**src/rtl/bbac_pkg.sv**
```systemverilog
package bbac_pkg;

    // Image geometry.
    localparam int IMAGE_WIDTH  = 640;
    localparam int IMAGE_HEIGHT = 480;

    // Field widths.
    localparam int CX_W       = 10;
    localparam int CY_W       = 9;
    localparam int BLUE_W     = 8;
    localparam int AVG_W      = 8;
    localparam int BOXW_W     = 10;
    localparam int BOXH_W     = 9;
    localparam int THR_W      = 8;
    localparam int NFR_W      = 5;
    localparam int CFG_IDX_W  = 3;
    localparam int CFG_DATA_W = 10;

    // Raster position and box bounds.
    localparam int COL_W = $clog2(IMAGE_WIDTH);
    localparam int ROW_W = $clog2(IMAGE_HEIGHT);
    localparam int XB_W  = $clog2(IMAGE_WIDTH + 1);
    localparam int YB_W  = $clog2(IMAGE_HEIGHT + 1);
    localparam int XS_W  = CX_W + 1;
    localparam int YS_W  = CY_W + 1;

    // Accumulators and divider.
    localparam int SUM_W         = 27;
    localparam int CNT_W         = 19;
    localparam int WSUM_W        = 12;
    localparam int QUO_W         = 12;
    localparam int SHIFT_W       = 4;
    localparam int DVD_W         = CNT_W + QUO_W - 1;
    localparam int AVG_TOP_SHIFT = AVG_W - 1;
    localparam int WIN_TOP_SHIFT = QUO_W - 1;
    localparam int MAX_FRAMES    = 16;

    // Queue between the front and back ends.
    localparam int QUEUE_DEPTH = 2;
    localparam int QPTR_W      = $clog2(QUEUE_DEPTH);
    localparam int QCNT_W      = $clog2(QUEUE_DEPTH + 1);

    // Register reset values.
    localparam logic [BOXW_W-1:0] BOX_WIDTH_RESET  = 10'd32;
    localparam logic [BOXH_W-1:0] BOX_HEIGHT_RESET = 9'd32;
    localparam logic [THR_W-1:0]  GOOD_THR_RESET   = 8'd250;
    localparam logic [THR_W-1:0]  EMPTY_THR_RESET  = 8'd100;
    localparam logic [NFR_W-1:0]  FRAMES_RESET     = 5'd10;

    typedef enum logic [CFG_IDX_W-1:0] {
        REG_BOX_WIDTH           = 3'd0,
        REG_BOX_HEIGHT          = 3'd1,
        REG_GOOD_THRESHOLD      = 3'd2,
        REG_EMPTY_THRESHOLD     = 3'd3,
        REG_FRAMES_PER_DECISION = 3'd4
    } cfg_reg_t;

    typedef enum logic [1:0] {
        VERDICT_NO_EGG = 2'd0,
        VERDICT_GOOD   = 2'd1,
        VERDICT_BAD    = 2'd2
    } verdict_t;

    typedef enum logic [1:0] {
        ST_IDLE,
        ST_AVG_DIV,
        ST_ACCUM,
        ST_WIN_DIV
    } back_state_t;

    typedef struct packed {
        logic [SUM_W-1:0] blue_sum;
        logic [CNT_W-1:0] pixel_count;
    } frame_job_t;

    typedef struct packed {
        logic [THR_W-1:0] good_threshold;
        logic [THR_W-1:0] empty_threshold;
        logic [NFR_W-1:0] frames_per_decision;
    } class_cfg_t;

    typedef struct packed {
        logic [AVG_W-1:0] box_average;
        logic             decision_valid;
        verdict_t         verdict;
    } result_t;

endpackage

```
**src/rtl/bbac_front.sv**
```systemverilog
module bbac_front (
    input  logic                            clk,
    input  logic                            rst_n,
    input  logic                            accept,
    input  logic                            req_type,
    input  logic [bbac_pkg::CX_W-1:0]       focus_x,
    input  logic [bbac_pkg::CY_W-1:0]       focus_y,
    input  logic [bbac_pkg::BLUE_W-1:0]     pixel_blue,
    input  logic                            frame_end,
    input  logic [bbac_pkg::BOXW_W-1:0]     box_width,
    input  logic [bbac_pkg::BOXH_W-1:0]     box_height,
    output logic                            job_push,
    output bbac_pkg::frame_job_t            job_out
);
    import bbac_pkg::*;

    localparam logic [CNT_W-1:0] COUNT_MAX = {CNT_W{1'b1}};

    logic [COL_W-1:0] col_reg, col_next;
    logic [ROW_W-1:0] row_reg, row_next;
    logic [CX_W-1:0]  left_reg, left_next;
    logic [XB_W-1:0]  right_reg, right_next;
    logic [CY_W-1:0]  top_reg, top_next;
    logic [YB_W-1:0]  bottom_reg, bottom_next;
    logic [SUM_W-1:0] sum_reg, sum_next;
    logic [CNT_W-1:0] cnt_reg, cnt_next;

    logic [BOXW_W-2:0] half_x;
    logic [BOXH_W-2:0] half_y;
    logic [XS_W-1:0]   x_end;
    logic [YS_W-1:0]   y_end;
    logic              in_box;
    logic [SUM_W-1:0]  sum_acc;
    logic [CNT_W-1:0]  cnt_acc;

    assign half_x = box_width[BOXW_W-1:1];
    assign half_y = box_height[BOXH_W-1:1];
    assign x_end  = XS_W'(focus_x) + XS_W'(half_x);
    assign y_end  = YS_W'(focus_y) + YS_W'(half_y);

    assign in_box = (XS_W'(col_reg) >= XS_W'(left_reg)) && (XS_W'(col_reg) < XS_W'(right_reg))
                 && (YS_W'(row_reg) >= YS_W'(top_reg)) && (YS_W'(row_reg) < YS_W'(bottom_reg))
                 && (cnt_reg != COUNT_MAX);

    assign sum_acc = in_box ? sum_reg + SUM_W'(pixel_blue) : sum_reg;
    assign cnt_acc = in_box ? cnt_reg + CNT_W'(1) : cnt_reg;

    // The completed frame, including its last pixel, goes to the back end.
    assign job_push            = accept && req_type && frame_end;
    assign job_out.blue_sum    = sum_acc;
    assign job_out.pixel_count = cnt_acc;

    always_comb
    begin
        col_next    = col_reg;
        row_next    = row_reg;
        left_next   = left_reg;
        right_next  = right_reg;
        top_next    = top_reg;
        bottom_next = bottom_reg;
        sum_next    = sum_reg;
        cnt_next    = cnt_reg;
        if (accept)
        begin
            if (!req_type)
            begin
                left_next   = (focus_x > CX_W'(half_x)) ? focus_x - CX_W'(half_x) : '0;
                right_next  = (x_end > XS_W'(IMAGE_WIDTH)) ? XB_W'(IMAGE_WIDTH) : XB_W'(x_end);
                top_next    = (focus_y > CY_W'(half_y)) ? focus_y - CY_W'(half_y) : '0;
                bottom_next = (y_end > YS_W'(IMAGE_HEIGHT)) ? YB_W'(IMAGE_HEIGHT) : YB_W'(y_end);
                col_next    = '0;
                row_next    = '0;
                sum_next    = '0;
                cnt_next    = '0;
            end
            else if (frame_end)
            begin
                col_next = '0;
                row_next = '0;
                sum_next = '0;
                cnt_next = '0;
            end
            else
            begin
                sum_next = sum_acc;
                cnt_next = cnt_acc;
                if (col_reg == COL_W'(IMAGE_WIDTH - 1))
                begin
                    col_next = '0;
                    row_next = (row_reg == ROW_W'(IMAGE_HEIGHT - 1)) ? '0 : row_reg + ROW_W'(1);
                end
                else
                begin
                    col_next = col_reg + COL_W'(1);
                end
            end
        end
    end

    always_ff @(posedge clk or negedge rst_n)
    begin
        if (!rst_n)
        begin
            col_reg    <= '0;
            row_reg    <= '0;
            left_reg   <= '0;
            right_reg  <= '0;
            top_reg    <= '0;
            bottom_reg <= '0;
            sum_reg    <= '0;
            cnt_reg    <= '0;
        end
        else
        begin
            col_reg    <= col_next;
            row_reg    <= row_next;
            left_reg   <= left_next;
            right_reg  <= right_next;
            top_reg    <= top_next;
            bottom_reg <= bottom_next;
            sum_reg    <= sum_next;
            cnt_reg    <= cnt_next;
        end
    end

endmodule

```
**src/rtl/bbac_queue.sv**
```systemverilog
module bbac_queue (
    input  logic                  clk,
    input  logic                  rst_n,
    input  logic                  wr_en,
    input  bbac_pkg::frame_job_t  wr_data,
    input  logic                  rd_en,
    output bbac_pkg::frame_job_t  rd_data,
    output logic                  full,
    output logic                  avail
);
    import bbac_pkg::*;

    frame_job_t        entries_reg [QUEUE_DEPTH];
    logic [QPTR_W-1:0] wr_ptr_reg, wr_ptr_next;
    logic [QPTR_W-1:0] rd_ptr_reg, rd_ptr_next;
    logic [QCNT_W-1:0] count_reg, count_next;

    function automatic logic [QPTR_W-1:0] ptr_inc(input logic [QPTR_W-1:0] p);
        logic [QPTR_W-1:0] r;
        r = (p == QPTR_W'(QUEUE_DEPTH - 1)) ? '0 : p + QPTR_W'(1);
        return r;
    endfunction

    assign full    = (count_reg == QCNT_W'(QUEUE_DEPTH));
    assign avail   = (count_reg != '0);
    assign rd_data = entries_reg[rd_ptr_reg];

    always_comb
    begin
        wr_ptr_next = wr_en ? ptr_inc(wr_ptr_reg) : wr_ptr_reg;
        rd_ptr_next = rd_en ? ptr_inc(rd_ptr_reg) : rd_ptr_reg;
        count_next  = count_reg + QCNT_W'(wr_en) - QCNT_W'(rd_en);
    end

    always_ff @(posedge clk)
    begin
        if (wr_en)
        begin
            entries_reg[wr_ptr_reg] <= wr_data;
        end
    end

    always_ff @(posedge clk or negedge rst_n)
    begin
        if (!rst_n)
        begin
            wr_ptr_reg <= '0;
            rd_ptr_reg <= '0;
            count_reg  <= '0;
        end
        else
        begin
            wr_ptr_reg <= wr_ptr_next;
            rd_ptr_reg <= rd_ptr_next;
            count_reg  <= count_next;
        end
    end

    // When the queue is empty or full, the read and write pointers must be equal.
    assert property (@(posedge clk) disable iff (!rst_n)
        (count_reg == '0 || count_reg == QCNT_W'(QUEUE_DEPTH)) |-> (wr_ptr_reg == rd_ptr_reg))
    else $error("queue pointers disagree with fill count");

endmodule

```
**src/rtl/bbac_div.sv**
```systemverilog
module bbac_div (
    input  logic                            clk,
    input  logic                            rst_n,
    input  logic                            start,
    input  logic [bbac_pkg::SUM_W-1:0]      dividend,
    input  logic [bbac_pkg::CNT_W-1:0]      divisor,
    input  logic [bbac_pkg::SHIFT_W-1:0]    top_shift,
    output logic                            done,
    output logic [bbac_pkg::QUO_W-1:0]      quotient
);
    import bbac_pkg::*;

    // Restoring division, one quotient bit per cycle, most significant first.
    // The caller guarantees that the quotient fits in top_shift + 1 bits.
    logic [SUM_W-1:0]   rem_reg, rem_next;
    logic [DVD_W-1:0]   dvs_reg, dvs_next;
    logic [QUO_W-1:0]   quo_reg, quo_next;
    logic [SHIFT_W-1:0] step_reg, step_next;
    logic               busy_reg, busy_next;
    logic               done_reg, done_next;
    logic               fits;

    assign fits     = (DVD_W'(rem_reg) >= dvs_reg);
    assign done     = done_reg;
    assign quotient = quo_reg;

    always_comb
    begin
        rem_next  = rem_reg;
        dvs_next  = dvs_reg;
        quo_next  = quo_reg;
        step_next = step_reg;
        busy_next = busy_reg;
        done_next = 1'b0;
        if (start)
        begin
            rem_next  = dividend;
            dvs_next  = DVD_W'(divisor) << top_shift;
            quo_next  = '0;
            step_next = top_shift;
            busy_next = 1'b1;
        end
        else if (busy_reg)
        begin
            if (fits)
            begin
                rem_next = rem_reg - dvs_reg[SUM_W-1:0];
            end
            quo_next = {quo_reg[QUO_W-2:0], fits};
            dvs_next = dvs_reg >> 1;
            if (step_reg == '0)
            begin
                busy_next = 1'b0;
                done_next = 1'b1;
            end
            else
            begin
                step_next = step_reg - SHIFT_W'(1);
            end
        end
    end

    always_ff @(posedge clk)
    begin
        rem_reg  <= rem_next;
        dvs_reg  <= dvs_next;
        quo_reg  <= quo_next;
        step_reg <= step_next;
    end

    always_ff @(posedge clk or negedge rst_n)
    begin
        if (!rst_n)
        begin
            busy_reg <= 1'b0;
            done_reg <= 1'b0;
        end
        else
        begin
            busy_reg <= busy_next;
            done_reg <= done_next;
        end
    end

    assert property (@(posedge clk) disable iff (!rst_n) start |-> !busy_reg)
    else $error("divider restarted while busy");

endmodule

```
**src/rtl/bbac_back.sv**
```systemverilog
module bbac_back (
    input  logic                  clk,
    input  logic                  rst_n,
    input  logic                  job_avail,
    input  bbac_pkg::frame_job_t  job,
    output logic                  job_pop,
    input  bbac_pkg::class_cfg_t  cfg,
    input  logic                  result_pop,
    output logic                  result_valid,
    output bbac_pkg::result_t     result
);
    import bbac_pkg::*;

    back_state_t       state_reg, state_next;
    logic [AVG_W-1:0]  avg_reg, avg_next;
    logic [WSUM_W-1:0] wsum_reg, wsum_next;
    logic [NFR_W-1:0]  wframes_reg, wframes_next;
    logic              out_valid_reg, out_valid_next;
    result_t           result_reg, result_next;

    logic               div_start;
    logic [SUM_W-1:0]   div_dividend;
    logic [CNT_W-1:0]   div_divisor;
    logic [SHIFT_W-1:0] div_shift;
    logic               div_done;
    logic [QUO_W-1:0]   div_quotient;

    logic [NFR_W-1:0]  nframes;
    logic [WSUM_W-1:0] wsum_add;
    logic [NFR_W-1:0]  wframes_add;

    bbac_div u_div (
        .clk       (clk),
        .rst_n     (rst_n),
        .start     (div_start),
        .dividend  (div_dividend),
        .divisor   (div_divisor),
        .top_shift (div_shift),
        .done      (div_done),
        .quotient  (div_quotient)
    );

    // A window length of zero behaves as one, anything past the maximum as the maximum.
    always_comb
    begin
        if (cfg.frames_per_decision == '0)
        begin
            nframes = NFR_W'(1);
        end
        else if (cfg.frames_per_decision > NFR_W'(MAX_FRAMES))
        begin
            nframes = NFR_W'(MAX_FRAMES);
        end
        else
        begin
            nframes = cfg.frames_per_decision;
        end
    end

    assign wsum_add    = wsum_reg + WSUM_W'(avg_reg);
    assign wframes_add = wframes_reg + NFR_W'(1);

    always_comb
    begin
        state_next     = state_reg;
        avg_next       = avg_reg;
        wsum_next      = wsum_reg;
        wframes_next   = wframes_reg;
        out_valid_next = out_valid_reg;
        result_next    = result_reg;
        job_pop        = 1'b0;
        div_start      = 1'b0;
        div_dividend   = job.blue_sum;
        div_divisor    = job.pixel_count;
        div_shift      = SHIFT_W'(AVG_TOP_SHIFT);

        if (result_pop)
        begin
            out_valid_next = 1'b0;
        end

        case (state_reg)
            ST_IDLE:
            begin
                if (job_avail && !out_valid_reg)
                begin
                    job_pop = 1'b1;
                    if (job.pixel_count == '0)
                    begin
                        avg_next   = '0;
                        state_next = ST_ACCUM;
                    end
                    else
                    begin
                        div_start  = 1'b1;
                        state_next = ST_AVG_DIV;
                    end
                end
            end
            ST_AVG_DIV:
            begin
                if (div_done)
                begin
                    avg_next   = (div_quotient > QUO_W'({AVG_W{1'b1}})) ? {AVG_W{1'b1}}
                                                                       : div_quotient[AVG_W-1:0];
                    state_next = ST_ACCUM;
                end
            end
            ST_ACCUM:
            begin
                wsum_next = wsum_add;
                if (wframes_add >= nframes)
                begin
                    div_start    = 1'b1;
                    div_dividend = SUM_W'(wsum_add);
                    div_divisor  = CNT_W'(nframes);
                    div_shift    = SHIFT_W'(WIN_TOP_SHIFT);
                    state_next   = ST_WIN_DIV;
                end
                else
                begin
                    wframes_next               = wframes_add;
                    out_valid_next             = 1'b1;
                    result_next.box_average    = avg_reg;
                    result_next.decision_valid = 1'b0;
                    result_next.verdict        = VERDICT_NO_EGG;
                    state_next                 = ST_IDLE;
                end
            end
            ST_WIN_DIV:
            begin
                if (div_done)
                begin
                    out_valid_next             = 1'b1;
                    result_next.box_average    = avg_reg;
                    result_next.decision_valid = 1'b1;
                    if (div_quotient > QUO_W'(cfg.good_threshold))
                    begin
                        result_next.verdict = VERDICT_GOOD;
                    end
                    else if (div_quotient < QUO_W'(cfg.empty_threshold))
                    begin
                        result_next.verdict = VERDICT_NO_EGG;
                    end
                    else
                    begin
                        result_next.verdict = VERDICT_BAD;
                    end
                    wsum_next    = '0;
                    wframes_next = '0;
                    state_next   = ST_IDLE;
                end
            end
            default:
            begin
                state_next = ST_IDLE;
            end
        endcase
    end

    assign result_valid = out_valid_reg;
    assign result       = result_reg;

    always_ff @(posedge clk)
    begin
        avg_reg    <= avg_next;
        result_reg <= result_next;
    end

    always_ff @(posedge clk or negedge rst_n)
    begin
        if (!rst_n)
        begin
            state_reg     <= ST_IDLE;
            wsum_reg      <= '0;
            wframes_reg   <= '0;
            out_valid_reg <= 1'b0;
        end
        else
        begin
            state_reg     <= state_next;
            wsum_reg      <= wsum_next;
            wframes_reg   <= wframes_next;
            out_valid_reg <= out_valid_next;
        end
    end

    assert property (@(posedge clk) disable iff (!rst_n)
        (out_valid_reg && !result_reg.decision_valid) |-> (result_reg.verdict == VERDICT_NO_EGG))
    else $error("verdict set on a word that closes no decision window");

    assert property (@(posedge clk) disable iff (!rst_n)
        wframes_reg < NFR_W'(MAX_FRAMES))
    else $error("decision window frame count overran");

    assert property (@(posedge clk) disable iff (!rst_n)
        (state_reg == ST_AVG_DIV || state_reg == ST_ACCUM || state_reg == ST_WIN_DIV)
        |-> !out_valid_reg)
    else $error("frame in progress while a result word is still waiting");

endmodule

```
**src/rtl/box_blue_average_classifier.sv**
```systemverilog
// Box blue-average egg classifier. Push one word per clock: a start word (req_type 0)
// sets the box around focus_x/focus_y, then raster pixels (req_type 1) follow with
// frame_end on the last one. The pixel front end sums the blue values inside the
// clipped box at one pixel per clock and never stalls on its own. Each frame end hands
// its sum and count through a two-entry queue to a back end with one shared bit-serial
// divider: each frame's average, and for a frame that closes a decision window the
// window average as well, is divided out in turn and sent as one result word. full
// rises when two frame ends wait in the queue while the back end is still busy with
// an earlier frame or its result word has not been popped.
// Configuration writes are always ready and belong to idle periods.
module box_blue_average_classifier (
    input  logic                                clk,
    input  logic                                rst_n,
    input  logic                                push,
    output logic                                full,
    input  logic                                req_type,
    input  logic [bbac_pkg::CX_W-1:0]           focus_x,
    input  logic [bbac_pkg::CY_W-1:0]           focus_y,
    input  logic [bbac_pkg::BLUE_W-1:0]         pixel_blue,
    input  logic                                frame_end,
    output logic                                empty,
    input  logic                                pop,
    output logic [bbac_pkg::AVG_W-1:0]          box_average,
    output logic                                decision_valid,
    output logic [1:0]                          verdict,
    input  logic                                cfg_valid,
    output logic                                cfg_ready,
    input  logic [bbac_pkg::CFG_IDX_W-1:0]      cfg_index,
    input  logic [bbac_pkg::CFG_DATA_W-1:0]     cfg_data
);
    import bbac_pkg::*;

    logic [BOXW_W-1:0] box_width_reg, box_width_next;
    logic [BOXH_W-1:0] box_height_reg, box_height_next;
    logic [THR_W-1:0]  good_thr_reg, good_thr_next;
    logic [THR_W-1:0]  empty_thr_reg, empty_thr_next;
    logic [NFR_W-1:0]  frames_reg, frames_next;

    logic       in_accept;
    logic       job_push;
    frame_job_t job_in;
    frame_job_t job_head;
    logic       job_pop;
    logic       job_avail;
    logic       queue_full;
    class_cfg_t class_cfg;
    logic       result_valid;
    result_t    result;

    assign cfg_ready = 1'b1;
    assign full      = queue_full;
    assign in_accept = push && !queue_full;

    always_comb
    begin
        box_width_next  = box_width_reg;
        box_height_next = box_height_reg;
        good_thr_next   = good_thr_reg;
        empty_thr_next  = empty_thr_reg;
        frames_next     = frames_reg;
        if (cfg_valid && cfg_ready)
        begin
            case (cfg_index)
                REG_BOX_WIDTH:           box_width_next  = cfg_data[BOXW_W-1:0];
                REG_BOX_HEIGHT:          box_height_next = cfg_data[BOXH_W-1:0];
                REG_GOOD_THRESHOLD:      good_thr_next   = cfg_data[THR_W-1:0];
                REG_EMPTY_THRESHOLD:     empty_thr_next  = cfg_data[THR_W-1:0];
                REG_FRAMES_PER_DECISION: frames_next     = cfg_data[NFR_W-1:0];
                default:                 ;
            endcase
        end
    end

    always_ff @(posedge clk or negedge rst_n)
    begin
        if (!rst_n)
        begin
            box_width_reg  <= BOX_WIDTH_RESET;
            box_height_reg <= BOX_HEIGHT_RESET;
            good_thr_reg   <= GOOD_THR_RESET;
            empty_thr_reg  <= EMPTY_THR_RESET;
            frames_reg     <= FRAMES_RESET;
        end
        else
        begin
            box_width_reg  <= box_width_next;
            box_height_reg <= box_height_next;
            good_thr_reg   <= good_thr_next;
            empty_thr_reg  <= empty_thr_next;
            frames_reg     <= frames_next;
        end
    end

    assign class_cfg.good_threshold      = good_thr_reg;
    assign class_cfg.empty_threshold     = empty_thr_reg;
    assign class_cfg.frames_per_decision = frames_reg;

    bbac_front u_front (
        .clk        (clk),
        .rst_n      (rst_n),
        .accept     (in_accept),
        .req_type   (req_type),
        .focus_x    (focus_x),
        .focus_y    (focus_y),
        .pixel_blue (pixel_blue),
        .frame_end  (frame_end),
        .box_width  (box_width_reg),
        .box_height (box_height_reg),
        .job_push   (job_push),
        .job_out    (job_in)
    );

    bbac_queue u_queue (
        .clk     (clk),
        .rst_n   (rst_n),
        .wr_en   (job_push),
        .wr_data (job_in),
        .rd_en   (job_pop),
        .rd_data (job_head),
        .full    (queue_full),
        .avail   (job_avail)
    );

    bbac_back u_back (
        .clk          (clk),
        .rst_n        (rst_n),
        .job_avail    (job_avail),
        .job          (job_head),
        .job_pop      (job_pop),
        .cfg          (class_cfg),
        .result_pop   (pop && result_valid),
        .result_valid (result_valid),
        .result       (result)
    );

    assign empty          = !result_valid;
    assign box_average    = result.box_average;
    assign decision_valid = result.decision_valid;
    assign verdict        = result.verdict;

endmodule

```
**config.mk**
```make
export PLATFORM = sky130hd
export DESIGN_NAME = box_blue_average_classifier
export DESIGN_NICKNAME = d
export VERILOG_FILES = /design/src/rtl/bbac_pkg.sv /design/src/rtl/bbac_front.sv /design/src/rtl/bbac_queue.sv /design/src/rtl/bbac_div.sv /design/src/rtl/bbac_back.sv /design/src/rtl/box_blue_average_classifier.sv
export SDC_FILE = /design/constraint.sdc
export NUM_CORES = 1
export LEC_CHECK = 0
export BUFFER_PORTS_ARGS = -buffer_cell sky130_fd_sc_hd__buf_2
export CORE_MARGIN = 2
export CORE_UTILIZATION = 64
export DETAILED_ROUTE_END_ITERATION = 10
export PLACE_DENSITY = 0.81
export SLEW_MARGIN = 20
export SYNTH_ARGS = -nofsm -noshare
export SYNTH_HDL_FRONTEND = slang
export SYNTH_HIERARCHICAL = 1
export SYNTH_SLANG_ARGS = --single-unit
```
**constraint.sdc**
```tcl
create_clock -name clk -period 10.07 [get_ports clk]
set_clock_uncertainty 0.2 [all_clocks]
set_input_delay 1.007 -clock clk [delete_from_list [all_inputs] [get_ports clk]]
set_output_delay 1.007 -clock clk [all_outputs]
set_load 0.01 [all_outputs]
```
Word level (Yosys, flattened, before mapping)
Memories as Yosys holds them, arrays and structs flattened.
Cells that the tools add are included.
{"block": "classes", "n_addsub": 16, "magnitude_cmp": 14, "n_eq_ne": 18, "shift": 1, "muxes": 74, "bitwise": 1, "n_reduce_logical": 34}
{"cell": "$mux 27", "count": 8}
{"cell": "$mux 19", "count": 5}
{"cell": "$mux 30", "count": 2}
{"cell": "$mux 9", "count": 6}
{"cell": "$mux 10", "count": 5}
{"cell": "$mux 8", "count": 4}
{"cell": "$ge 27x30->1", "count": 1}
{"cell": "$shl 19x4->30", "count": 1}
{"cell": "$add 27x8->27", "count": 1}
{"cell": "$sub 27x27->27", "count": 1}
{"cell": "$pmux 12 s2", "count": 1}
{"cell": "$mux 11", "count": 2}
{"cell": "$pmux 11 s2", "count": 1}
{"cell": "$mux 4", "count": 5}
{"cell": "$mux 5", "count": 4}
{"cell": "$reduce_and 2->1", "count": 10}
{"cell": "$add 19x1->19 const B", "count": 1}
{"cell": "$logic_not 19->1", "count": 1}
{"cell": "$ne 19x19->1 const B", "count": 1}
{"cell": "$mux 1", "count": 18}
{"cell": "$pmux 8 s2", "count": 1}
{"cell": "$mux 2", "count": 7}
{"cell": "$add 12x8->12", "count": 1}
{"cell": "$gt 12x8->1", "count": 1}
{"cell": "47 further kinds", "count": 70}
{"block": "totals", "ff_bits": 261, "ramBits": 92, "input_bits": 47, "output_inout_bits": 14, "wordCells": 189, "n_memories": 1}
{"name": "u_queue.entries_reg", "words": 2, "word_bits": 46, "read_ports": 1, "rd_clocked_by_memory_dff": 0, "wr": 1, "line": "bbac_queue.sv:13", "source": "frame_job_t entries_reg [QUEUE_DEPTH];"}

Longest topological paths before layout
{"block": "depth", "depth_word": 8, "depth_mapped": 16, "depth_no_buf": 16}

By module
The synthesis kept the hierarchy.
{"module": "bbac_front", "n_inst": 1, "cells_each": 964, "area_each_um2": 8279.2, "seq_area_each_um2": 2577.5}
{"module": "bbac_div", "n_inst": 1, "cells_each": 593, "area_each_um2": 5625.4, "seq_area_each_um2": 2122.0}
{"module": "bbac_queue", "n_inst": 1, "cells_each": 158, "area_each_um2": 3642.2, "seq_area_each_um2": 2862.7}
{"module": "bbac_back", "n_inst": 1, "cells_each": 317, "area_each_um2": 2970.3, "seq_area_each_um2": 1071.0}
{"module": "box_blue_average_classifier", "n_inst": 1, "cells_each": 93, "area_each_um2": 1664.1, "seq_area_each_um2": 1017.2}

Worst setup path before layout
OpenSTA, ideal clock, no wires.
{"block": "synth_path", "path_kind": "input-to-reg", "startpoint": "input push", "endpoint": "memory u_queue/entries_reg[0][0] in the netlist's numbering (enable)", "setup_ns": 0.455, "arrival_time_ns": 3.907, "required_ns": 9.415, "setup_slack_ns": 5.508, "stages": 5, "n_path_buf": 2, "cell_sequence": "nor2b_1 -> clkbuf_1 -> clkbuf_1 -> and3_1 -> nor2b_1"}
{"block": "synth_via", "elab_chain_len": 5}
{"element": "from (decl)", "line": "box_blue_average_classifier.sv:14", "source": "input logic push,"}
{"element": "$logic_and 1x1->1", "line": "box_blue_average_classifier.sv:52", "source": "assign in_accept = push && !queue_full;"}
{"element": "$logic_and 1x1->1 (2 in series)", "line": "bbac_front.sv:49", "source": "assign job_push = accept && req_type && frame_end;"}
{"element": "named net job_push", "line": "box_blue_average_classifier.sv:40", "source": "logic job_push;"}
{"element": "$mux 1", "line": "bbac_queue.sv:37", "source": "if (wr_en)"}
{"element": "$mux 1 (not written as such)", "line": "bbac_queue.sv:39", "source": "entries_reg[wr_ptr_reg] <= wr_data;"}
{"element": "to (decl)", "line": "bbac_queue.sv:13"}
The timed path passes the listed nets, and every way through them passes these cells.

Worst setup path in the final report
{"block": "layout_path", "startpoint": "register u_back.wframes_reg[0]", "endpoint": "register u_back.u_div.dvs_reg[15] (data pin)"}
{"block": "layout_via", "elab_chain_len": 6}
{"element": "from (decl)", "line": "bbac_back.sv:17", "source": "logic [NFR_W-1:0] wframes_reg, wframes_next;"}
{"element": "from (signal assigned)", "line": "bbac_back.sv:183", "source": "wframes_reg <= wframes_next;"}
{"element": "$add 5x1->5", "line": "bbac_back.sv:61", "source": "assign wframes_add = wframes_reg + NFR_W'(1);"}
{"element": "$ge 5x5->1", "line": "bbac_back.sv:112", "source": "if (wframes_add >= nframes)"}
{"element": "$mux 4", "line": "bbac_back.sv:112"}
{"element": "$mux 4", "line": "bbac_back.sv:82", "source": "case (state_reg)"}
{"element": "named net u_back.div_shift[3]", "line": "bbac_back.sv:24", "source": "logic [SHIFT_W-1:0] div_shift;"}
{"element": "$shl 19x4->30", "line": "bbac_div.sv:38", "source": "dvs_next = DVD_W'(divisor) << top_shift;"}
{"element": "$mux 30", "line": "bbac_div.sv:35", "source": "if (start)"}
{"element": "named net u_back.u_div.dvs_next[15]", "line": "bbac_div.sv:16", "source": "logic [DVD_W-1:0] dvs_reg, dvs_next;"}
{"element": "to (signal assigned)", "line": "bbac_div.sv:66", "source": "dvs_reg <= dvs_next;"}
{"element": "to (decl)", "line": "bbac_div.sv:16"}
The timed path passes the listed nets, and every way through them passes these cells.
A chain may end at the register's enable or synchronous reset.

==> metrics.csv <==
metric;value;unit
crit_start;u_back/wframes_reg[0]$_DFFE_PN0P_;
cp-start-kind;flop;
hold_class;reg -> reg;
cp_max_fo;77;
power;0.007176;W
endpoint_kind;flop;
finalSetupTns;0;ns
die-area;36040;µm²
wl;51160;µm
final_net_count;2329;
relSlewSlack;35.72;%
timing.rr.start;u_back/wframes_reg[0]$_DFFE_PN0P_;
die_w;189.8;µm
wl_per_cell;19.53;µm
critPathBufInv;2;
crit_type;reg -> reg;
hold_viol_final;0;
cts_setup_buffers;0;
clock.fmax;224.8;MHz
synth_area;22100;µm²
largest_register_ffs;92;
grt_usage;28.48;%
post-route-min-period;4.448;ns
grt-ovfl-total;0;
path_clk_slew;0.06;ns
antenna_left;0;
power_per_cell_area;299.4;nW/µm²
clk_latency;0.53;ns
clock_path_buffers;3;
min_period_over_period;44.17;%
die_h;189.8;µm
postCtsHoldBufs;0;
cp_data_required_time;10.12;ns
antenna_found_initial;0;
final_cells;2619;
cts_tree;done;
leakage;10.36;nW
peakVddDrop;0.0002446;V
vias;16530;
grt_pass1_vias;15890;
setup_viol;0;
post-route-drc-count;0;
via_per_inst;6.310;
slowest_stage;buf_4;
finalMaxSlewViolations;0;
cts_max_level;2;
gp_congestion;0.9103;
status;complete, no violations;
clock_tree.root_cell;clkbuf_16;
crit_end;u_back/u_div/dvs_reg[15]$_DFFE_PP_;
grt_max_degree;106;
dp_cells;2549;
cts_buffers;39;
cp_common_cell;nand2_1;
core_area;34290;µm²
ios;61;
crit_chain;ha_1 -> xor2_1 -> ha_1 -> a21o_1 -> a31oi_1 -> o22a_2 -> buf_4 -> inv_2 -> nand2_1 -> nand2_1 -> mux2i_1 -> mux2_2 -> mux2_2 -> nand2_1 -> o211ai_1 -> o21ai_0;
clock_sink_count;351;
drive_gt1_share;15.20;%
first_pass_iters;6;
synth_area_per_cell;10.42;µm²
r2r_slack;5.62;ns
maxCapViolations;0;
rr_endpoint;u_back/u_div/dvs_reg[15]$_DFFE_PP_;
diodes;0;
reg2reg_depth;16;
dpl.hpwl;36650;µm
areaGrowthSynthToFinish;8.411;%
grt_pass1_wl;82520;µm
tightest_slew;0.9641;ns
start_util;64.47;%
syn_inst;2121;
first_iter_violations;1485;
whs;0.2627;ns
io_buffers;59;
rsz0062_at_grt;false;
crit_arrival;4.50;ns
nFillCells;2452;
post_cts_resized;0;
cp_top_family;buffers and inverters;
row_count;68;
slowest_delay;0.56;ns
cp.depth;16;
yosysWarnings;6;
## area by class of cell
class / count / area (µm²) / area share (%)
repair buffers: 75 / 421.7 / 1.760
multi-input cells: 1518 / 11450 / 47.78
clock buffers: 46 / 1042 / 4.349
flip-flops and latches: 351 / 9602 / 40.07
inverters: 150 / 563.0 / 2.350
clock inverters: 24 / 315.3 / 1.316
well taps: 455 / 569.3 / 2.376
## layout by cell type, fill, tap and decap left out, types with 9 or more instances in the layout
master     instances
a31oi_1           11
a21oi_1           88
nand3_1           39
o21a_1            15
a21o_1            30
mux2_2            60
and3_1            23
a211oi_1          11
clkbuf_16         39
buf_2             58
dfrtp_1          153
xnor2_1           61
dfstp_2           13
buf_4             16
and2_1            38
nand2b_1          23
o22ai_1           22
o21ai_1            9
nor4_1            10
a22o_1            36
or4_1             13
nor3_1            31
inv_1            147
dfxtp_1           12
o211ai_1          12
o21ai_0          112
o31ai_1           16
mux2_4            47
edfxtp_1         172
mux2i_1           40
nand4_1           29
ha_1             140
nor2_1           130
xor2_1            44
nand2_1          198
mux4_2             9
nor2b_1           24
nor4_2             9
## per-stage QoR
stage	utilization [%]	worst slack, ns	instance area [µm²]
floorplan	-	5.508	22110
global placement	65.90	5.831	22600
detailed placement	65.90	5.685	22600
CTS	69.86	5.653	23950
global route	69.89	5.309	23960
finish	69.89	5.622	23960
## worst register-to-register path, cell delays in order (launching register included)
cell and delay, ns:
dfrtp_1 0.42, ha_1 0.28, xor2_1 0.17, ha_1 0.32, a21o_1 0.17, a31oi_1 0.21
o22a_2 0.19, buf_4 0.56, inv_2 0.46, nand2_1 0.17, nand2_1 0.10, mux2i_1 0.24
mux2_2 0.23, mux2_2 0.17, nand2_1 0.06, o211ai_1 0.11, o21ai_0 0.10
## worst min-delay path by stage
stage	from	to	slack, ns	cells after the start
global route	u_back/avg_reg[6]$_SDFFCE_PN0P_	u_back/result[9]$_DFFE_PP_	0.28	0
CTS	u_back/avg_reg[6]$_SDFFCE_PN0P_	u_back/result[9]$_DFFE_PP_	0.26	0
detailed placement	u_back/avg_reg[6]$_SDFFCE_PN0P_	u_back/result[9]$_DFFE_PP_	0.25	0
finish	u_back/avg_reg[6]$_SDFFCE_PN0P_	u_back/result[9]$_DFFE_PP_	0.26	0
floorplan	u_back/avg_reg[7]$_SDFFCE_PN0P_	u_back/result[10]$_DFFE_PP_	0.23	0
global placement	u_back/avg_reg[6]$_SDFFCE_PN0P_	u_back/result[9]$_DFFE_PP_	0.26	0
## per-layer routing
layer,GRT usage (%),vias to the layer above,share of wire [%]
met5,0,-,0
met4,9.451,0,3.0
met3,4.409,95,6.6
met2,46.00,611,47
met1,39.61,8061,43
li1,-,7759,-
## where the power goes
group | total, W | internal [W] | leakage (nW) | switching (W)
combinational | 0.00339 | 0.00136 | 5.79 | 0.00203
sequential | 0.00228 | 0.00204 | 3.90 | 0.000240
clock | 0.00150 | 0.000923 | 0.667 | 0.000580
Note: power is estimated with default switching activity, not from simulation.
